==> src/rtl/core/hhac_pkg.sv <==
// types and constants for the handle heap allocator core
package hhac_pkg;
    localparam logic [1:0] REQ_ALLOC   = 2'd0;
    localparam logic [1:0] REQ_REALLOC = 2'd1;
    localparam logic [1:0] REQ_RELEASE = 2'd2;
    localparam logic [1:0] REQ_LOOKUP  = 2'd3;

    localparam logic [1:0] ST_OK        = 2'd0;
    localparam logic [1:0] ST_NO_HANDLE = 2'd1;
    localparam logic [1:0] ST_NO_SPACE  = 2'd2;
    localparam logic [1:0] ST_BAD       = 2'd3;

    localparam logic CFG_DATA_BYTES   = 1'b0;
    localparam logic CFG_HANDLE_COUNT = 1'b1;

    localparam int REFS_W = 16;

    localparam int MAX_HANDLES = 64;
    localparam int HEAP_BYTES  = 4096;
    localparam int WORD_BYTES  = 4;
    localparam int HDR_BYTES   = 16;
    localparam int WB_SH       = $clog2(WORD_BYTES);
    localparam int SZ_W        = $clog2(HEAP_BYTES) + 6;
endpackage

==> src/rtl/core/hhac_size.sv <==
// object byte size from type and element count
module hhac_size (
    input  logic [3:0]                i_type,
    input  logic [12:0]               i_count,
    output logic [hhac_pkg::SZ_W-1:0] o_bytes
);
    import hhac_pkg::*;

    logic [SZ_W-1:0] w_b;
    logic [SZ_W-1:0] w_words;
    always_comb begin
        if (i_type <= 4'd2) begin
            w_b = SZ_W'(i_count) * SZ_W'(WORD_BYTES);
        end else begin
            w_b = SZ_W'(i_count);
        end
        w_words = (w_b + SZ_W'(WORD_BYTES - 1)) >> WB_SH;
        o_bytes = SZ_W'(HDR_BYTES) + (w_words << WB_SH);
    end
endmodule

==> config.mk <==
export PLATFORM = sky130hd
export DESIGN_NAME = hhac_size
export DESIGN_NICKNAME = d
export VERILOG_FILES = /design/src/rtl/core/hhac_pkg.sv /design/src/rtl/core/hhac_size.sv
export SDC_FILE = /design/constraint.sdc
export NUM_CORES = 1
export LEC_CHECK = 0
export BUFFER_PORTS_ARGS = -buffer_cell sky130_fd_sc_hd__buf_2
export CORE_MARGIN = 5
export CORE_UTILIZATION = 45
export DETAILED_ROUTE_END_ITERATION = 10
export PLACE_DENSITY = 0.84
export SETUP_SLACK_MARGIN = 0.05
export SLEW_MARGIN = 20
export SYNTH_ARGS = -nofsm -noshare
export SYNTH_HDL_FRONTEND = slang
export SYNTH_SLANG_ARGS = --single-unit
export TNS_END_PERCENT = 5
==> constraint.sdc <==
create_clock -name vclk -period 4.55
set_input_delay 0.91 -clock vclk [all_inputs]
set_output_delay 0.91 -clock vclk [all_outputs]
set_load 0.03 [all_outputs]
# After elaboration in Yosys (flattened, before gate mapping)
# Cells that the tools add are included.
[totals] output_inout_bits=18 in_bits=17 word_cells=4 regBits=0
[op_classes] muxes=1 add_sub_neg=2 order_cmp=1
[ops] op="$add A18 B2 Y18 const B" count=1
[ops] op="$add A5 B18 Y18 const A" count=1
[ops] op="$mux W15" count=1
[ops] op="$le A4 B2 Y1 const B" count=1

# Depth between registers and ports, before layout
# Gate-level depths: netlist (run 1).
[depth] depth_word=4 depth_mapped=11 ltp_nobuf=9

# Worst setup path after synthesis (run 1)
# No wires, ideal clock.
[synth_timing] kind="input to output" start="in i_type[1]" end="out o_bytes[8] (netlist bit)" arrival_time_ps=3262 t_required_ps=3640 slack_ps=378 path_stages=10 path_buffers=2 path_cell_list="a211oi_2 buf_2 buf_1 nand2_1 o21ai_0 ha_1 o21bai_1 a31oi_1 or3_1 a31oi_1"
[synth_between] elab_chain_len=4
[synth_rtl] item="from (decl)" line="hhac_size.sv:3" rtl="input logic [3:0] i_type,"
[synth_rtl] item="$le A4 B2 Y1" line="hhac_size.sv:12" rtl="if (i_type <= 4'd2) begin"
[synth_rtl] item="$mux W15" line="hhac_size.sv:12"
[synth_rtl] item="$add A18 B2 Y18" line="hhac_size.sv:17" rtl="w_words = (w_b + SZ_W'(WORD_BYTES - 1)) >> WB_SH;"
[synth_rtl] item="$add A5 B18 Y18" line="hhac_size.sv:18" rtl="o_bytes = SZ_W'(HDR_BYTES) + (w_words << WB_SH);"
[synth_rtl] item="to (decl)" line="hhac_size.sv:5" rtl="output logic [hhac_pkg::SZ_W-1:0] o_bytes"
# Every way passes these cells.

# Final worst setup path (run 1)
[layout_timing] start="in i_count[1]" end="out o_bytes[8] (netlist bit)"
[layout_between] elab_chain_len=3
[layout_rtl] item="from (decl)" line="hhac_size.sv:4" rtl="input logic [12:0] i_count,"
[layout_rtl] item="$mux W15" line="hhac_size.sv:12"
[layout_rtl] item="$add A18 B2 Y18" line="hhac_size.sv:17"
[layout_rtl] item="$add A5 B18 Y18" line="hhac_size.sv:18"
# Every way passes these cells.

==> results of run 1 <==
==> per-stage QoR <==
step | power, mW | area, um^2 | utilization
after floorplan | 0.0924 | 807 | -
after global placement | 0.113 | 876 | 0.513
after detailed placement | 0.116 | 876 | 0.513
after CTS | 0.116 | 876 | 0.513
after global routing | 0.126 | 876 | 0.513
final | 0.117 | 876 | 0.513
==> worst max-delay path, cell delays in order <==
cell	delay [ps]
buf_2	150
o211ai_1	320
xnor2_1	100
o21ai_0	240
ha_1	330
o21bai_1	150
a31oi_1	140
or3_1	340
a31oi_1	170
buf_2	220
==> worst min-delay path by stage <==
stage	startpoint	end	slack, ps	depth (start not counted)
final	i_count[3]	o_bytes[3]	2230	4
after global routing	i_count[2]	o_bytes[2]	2270	3
after CTS	i_count[3]	o_bytes[3]	2230	4
after detailed placement	i_count[3]	o_bytes[3]	2230	4
after global placement	i_count[2]	o_bytes[2]	2230	3
after floorplan	i_count[0]	o_bytes[2]	2030	2
==> cell usage after synthesis (2+ instances only) <==
cell	n
nor2_1	15
a21oi_1	13
nand2_1	11
nand3_1	7
xnor2_1	7
o21ai_0	6
buf_6	5
inv_1	5
a31oi_1	4
buf_4	4
nor3_1	4
mux2i_1	3
nor4_1	3
xor2_1	3
buf_1	2
buf_2	2
nand4_1	2
o21bai_1	2
==> layout make-up <==
| cell class | instances | area share |
|---|---|---|
| tap | 25 | 0.0357 |
| inverter | 6 | 0.0257 |
| timing repair buffer | 32 | 0.186 |
| multi-input combinational | 107 | 0.753 |
==> logic make-up after synthesis <==
kind of cell | Yosys count | synth area share
compound gates | 43 | 0.379
xor+xnor | 10 | 0.110
fa+ha+maj | 1 | 0.0157
buf+inv | 21 | 0.186
mux | 3 | 0.0377
other cells | 1 | 0.00471
simple gates | 46 | 0.267
==> power by group <==
| part | switching [mW] | leakage [nW] | total [mW] | internal, mW |
|---|---|---|---|---|
| registers | 0 | 0 | 0 | 0 |
| logic | 0.0809 | 0.373 | 0.117 | 0.0363 |
| clock network | 0 | 0 | 0 | 0 |
==> layer usage <==
metal	wire, um	vias to the layer above
met3	189	8
met4	43	0
met2	1170	59
met1	887	462
met5	0	-
li1	-	496
==> impl_metrics.csv, run 1 <==
group,metric,value,unit
floorplan,core,1710,um^2
placement,place_ws,646,ps
cts,cts-resized-gates,0,
floorplan,dieWidth,52.1,um
hold_path,hp-class,"input pin to primary output",
timing,finalSetupTns,0,ps
global_route,grt_first_pass_wirelength,3.65,mm
power,power_leakage,0.373,nW
floorplan,num_rows,15,
route,drt_iter0_markers,27,
timing,period_minus_slack,3980,ps
critical_path,path_class,"input pin to primary output",
floorplan,initial_core_util,0.466,
route,wl_per_cell,13.5,um
finish,n_antenna_cell,0,
power,p_per_area,134,nW/um^2
route,ant_nets,0,
finish,num-clock-buffers,0,
logic_synthesis,yosysTopAreaCell,"a21oi_1",
power,peakVddDrop,0.0650,mV
timing,setup_viol,0,
critical_path,critPathCapture,"o_bytes[8]",
critical_path,required,3640,ps
route,drcViolationCount,0,
timing,fmax,252,MHz
finish,layout_commonest_cell,"buf_2",
timing,finalWorstSetupSlack,575,ps
logic_synthesis,syn_inst,125,
global_route,grt-ovfl-total,0,
cts,cts_hold_buf,0,
logic_synthesis,synthTopCellsByArea,"a21oi_1 8.2%, xnor2_1 7.7%, buf_6 7.1%",
finish,area_growth,10.1,%
floorplan,die_h,52.1,um
route,dr.pass1.iters,4,
global_route,antenna_found_initial,0,
timing,grt_setup_unrepaired,"false",
placement,dpl.cell_count,170,
job,drv_cap,0,
timing,timing.hold.ws,2230,ps
critical_path,startpoint,"i_count[1]",
global_route,grt_usage,0.165,
critical_path,cp.arrival,3070,ps
logic_synthesis,yosysSeqAreaShare,0,
finish,nNetsFinal,165,
logic_synthesis,syn_area_per_cell,6.37,um^2
timing,timing.final.crit_share,0.874,
timing,hold_viol,0,
global_route,first_global_vias,887,
critical_path,critPathMaxFanout,7,
finish,nFillCells,180,
floorplan,ios,35,
route,routed_wl,2.29,mm
global_route,grt_max_degree,23,
finish,drive_gt1_frac,0.255,
cts,cts_setup_buffers,0,
placement,place.detailed.hpwl,1.78,mm
finish,multi_input_area,659,um^2
global_route,use_met3,0.0115,
finish,regArea,0,um^2
floorplan,die_area,2710,um^2
finish,instances_no_fill,170,
logic_synthesis,synthDistinctLibCells,45,
logic_synthesis,yosys_warnings,0,
status,status,"complete, no violations",
logic_synthesis,yosysTopAreaCellShare,0.0818,
finish,seq_cell_count,0,
critical_path,startpoint_type,"input pin",
global_route,use_met2,0.326,
global_route,gr-usage-met1,0.187,
finish,final_cell_mix,"31 x buf_2, 15 x nor2_1, 13 x a21oi_1",
timing,slew_violations,0,
global_route,grt_busiest_layer,"met2",
route,viasPerCell,6.03,
critical_path,cp-end-kind,"primary output",
route,vias,1025,
logic_synthesis,synth_area,796,um^2
placement,place_congestion,0.886,
placement,portBuffers,31,
No activity file was read; power rests on OpenSTA's default activity.
==> run 2, diff against run 1 <==
--- a/config.mk
+++ b/config.mk
@@ -6,7 +6,7 @@
 export NUM_CORES = 1
 export LEC_CHECK = 0
 export BUFFER_PORTS_ARGS = -buffer_cell sky130_fd_sc_hd__buf_2
-export CORE_MARGIN = 5
+export CORE_MARGIN = 4
 export CORE_UTILIZATION = 45
 export DETAILED_ROUTE_END_ITERATION = 10
 export PLACE_DENSITY = 0.84
==> impl_metrics.csv, run 2 (synthesis results as in run 1) <==
group,metric,value,unit
timing,setup_viol,0,
route,top_layer_used,"met3",
cts,cts-resized-gates,0,
cts,cts_setup_buffers,0,
power,clock_power_share,0,
finish,area_growth,9.91,%
placement,placed_area,875,um^2
route,dr.pass1.iters,4,
floorplan,core,1590,um^2
finish,layout_commonest_cell,"buf_2",
route,met2WireLength,1.11,mm
route,routed_wl,2.11,mm
timing,slew_headroom,0.591,
timing,hold_viol,0,
finish,num-clock-buffers,0,
global_route,grt-ovfl-total,0,
placement,portBuffers,31,
global_route,grt_first_pass_wirelength,3.51,mm
timing,slew_violations,0,
timing,timing.hold.ws,2240,ps
critical_path,cpMaxStageDelayCell,"a211oi_2",
timing,finalSetupTns,0,ps
finish,seq_cell_count,0,
finish,postLayoutCellArea,875,um^2
floorplan,ios,35,
route,vias,950,
critical_path,critPathCapture,"o_bytes[8]",
power,p_per_area,132,nW/um^2
floorplan,initial_core_util,0.499,
status,status,"complete, no violations",
route,drcViolationCount,0,
hold_path,hp-class,"input pin to primary output",
route,ant_nets,0,
critical_path,startpoint_type,"input pin",
critical_path,cp-end-kind,"primary output",
timing,grt_setup_unrepaired,"false",
placement,place_congestion,0.885,
route,drt_iter0_markers,24,
finish,nNetsFinal,165,
floorplan,die_h,50.1,um
critical_path,critPathMaxFanout,11,
finish,multi_input_area,659,um^2
power,pwr-share-seq,0,
finish,n_antenna_cell,0,
power,p_comb_frac,1.000,
global_route,antenna_found_initial,0,
power,peakVddDrop,0.0669,mV
finish,regArea,0,um^2
route,wl_per_cell,12.5,um
critical_path,startpoint,"i_type[1]",
timing,tightest_slew,612,ps
finish,nFillCells,163,
finish,drive_gt1_frac,0.255,
power,power_leakage,0.373,nW
power,switchingPower,79.7,uW
cts,cts_hold_buf,0,
critical_path,crit_family,"compound AO/OA/AOI/OAI gates",
timing,fmax,249,MHz
global_route,grt_max_degree,23,
floorplan,dieWidth,50.1,um
timing,period_minus_slack,4010,ps
critical_path,cp_num_cells,10,
global_route,grt_usage,0.165,
critical_path,cp.arrival,3100,ps
critical_path,path_class,"input pin to primary output",
critical_path,cp_num_buf_inv,2,
route,wl_met1,925,um
power,p_int,36.1,uW
floorplan,die_area,2510,um^2
placement,place.detailed.hpwl,1.71,mm
global_route,first_global_vias,796,
route,dr_wl_met3,78,um
critical_path,required,3640,ps
job,drv_cap,0,
timing,timing.final.crit_share,0.882,
critical_path,cp_cell_sequence,"buf_2, a211oi_2, nand2_1, o21ai_0, ha_1, o21bai_1, a31oi_1, or3_1, a31oi_1, buf_2",
power,p_sw_frac,0.688,
route,viasPerCell,5.62,
floorplan,num_rows,14,
critical_path,cp_slowest_stage_delay,550,ps
finish,final_cell_mix,"31 x buf_2, 15 x nor2_1, 13 x a21oi_1",
==> run 2: power by group through the flow <==
stage	clock [mW]	sequential, mW	combinational, mW
detailed placement	0	0	0.115
global route	0	0	0.125
CTS	0	0	0.115
global placement	0	0	0.113
floorplan	0	0	0.0924
finish	0	0	0.116
==> run 2: layout make-up <==
cell class / instances / area share
Multi-Input combinational cell: 107 / 0.754
Tap cell: 24 / 0.0343
Inverter: 6 / 0.0258
Timing Repair Buffer: 32 / 0.186
==> run 2: metrics by stage <==
stage          utilization  setup WS [ps]  std cells  total power, mW
3_3_place_gp         0.549            636        169            0.113
2_1_floorplan            -            378        128           0.0924
5_1_grt              0.549            330        169            0.125
4_1_cts              0.549            545        169            0.115
6_report             0.549            538        169            0.116
3_5_place_dp         0.549            543        169            0.115
==> run 2: per-layer routing <==
| layer | vias up | global-route usage |
|---|---|---|
| met1 | 427 | 0.218 |
| met5 | - | 0 |
| met3 | 0 | 0 |
| li1 | 494 | - |
| met4 | 0 | 0.00461 |
| met2 | 29 | 0.309 |
==> run 2: worst min path at each step <==
stage / startpoint / to / cells after the start
after global placement: i_count[2] / o_bytes[2] / 3
after floorplan: i_count[0] / o_bytes[2] / 2
final: i_count[3] / o_bytes[3] / 4
after global routing: i_count[12] / o_bytes[14] / 4
after detailed placement: i_count[3] / o_bytes[3] / 4
after CTS: i_count[2] / o_bytes[2] / 3
==> run 2: tightest hold or removal path: stages <==
cell     delay, ps
buf_2          140
inv_1           60
a21oi_1         50
buf_2          170
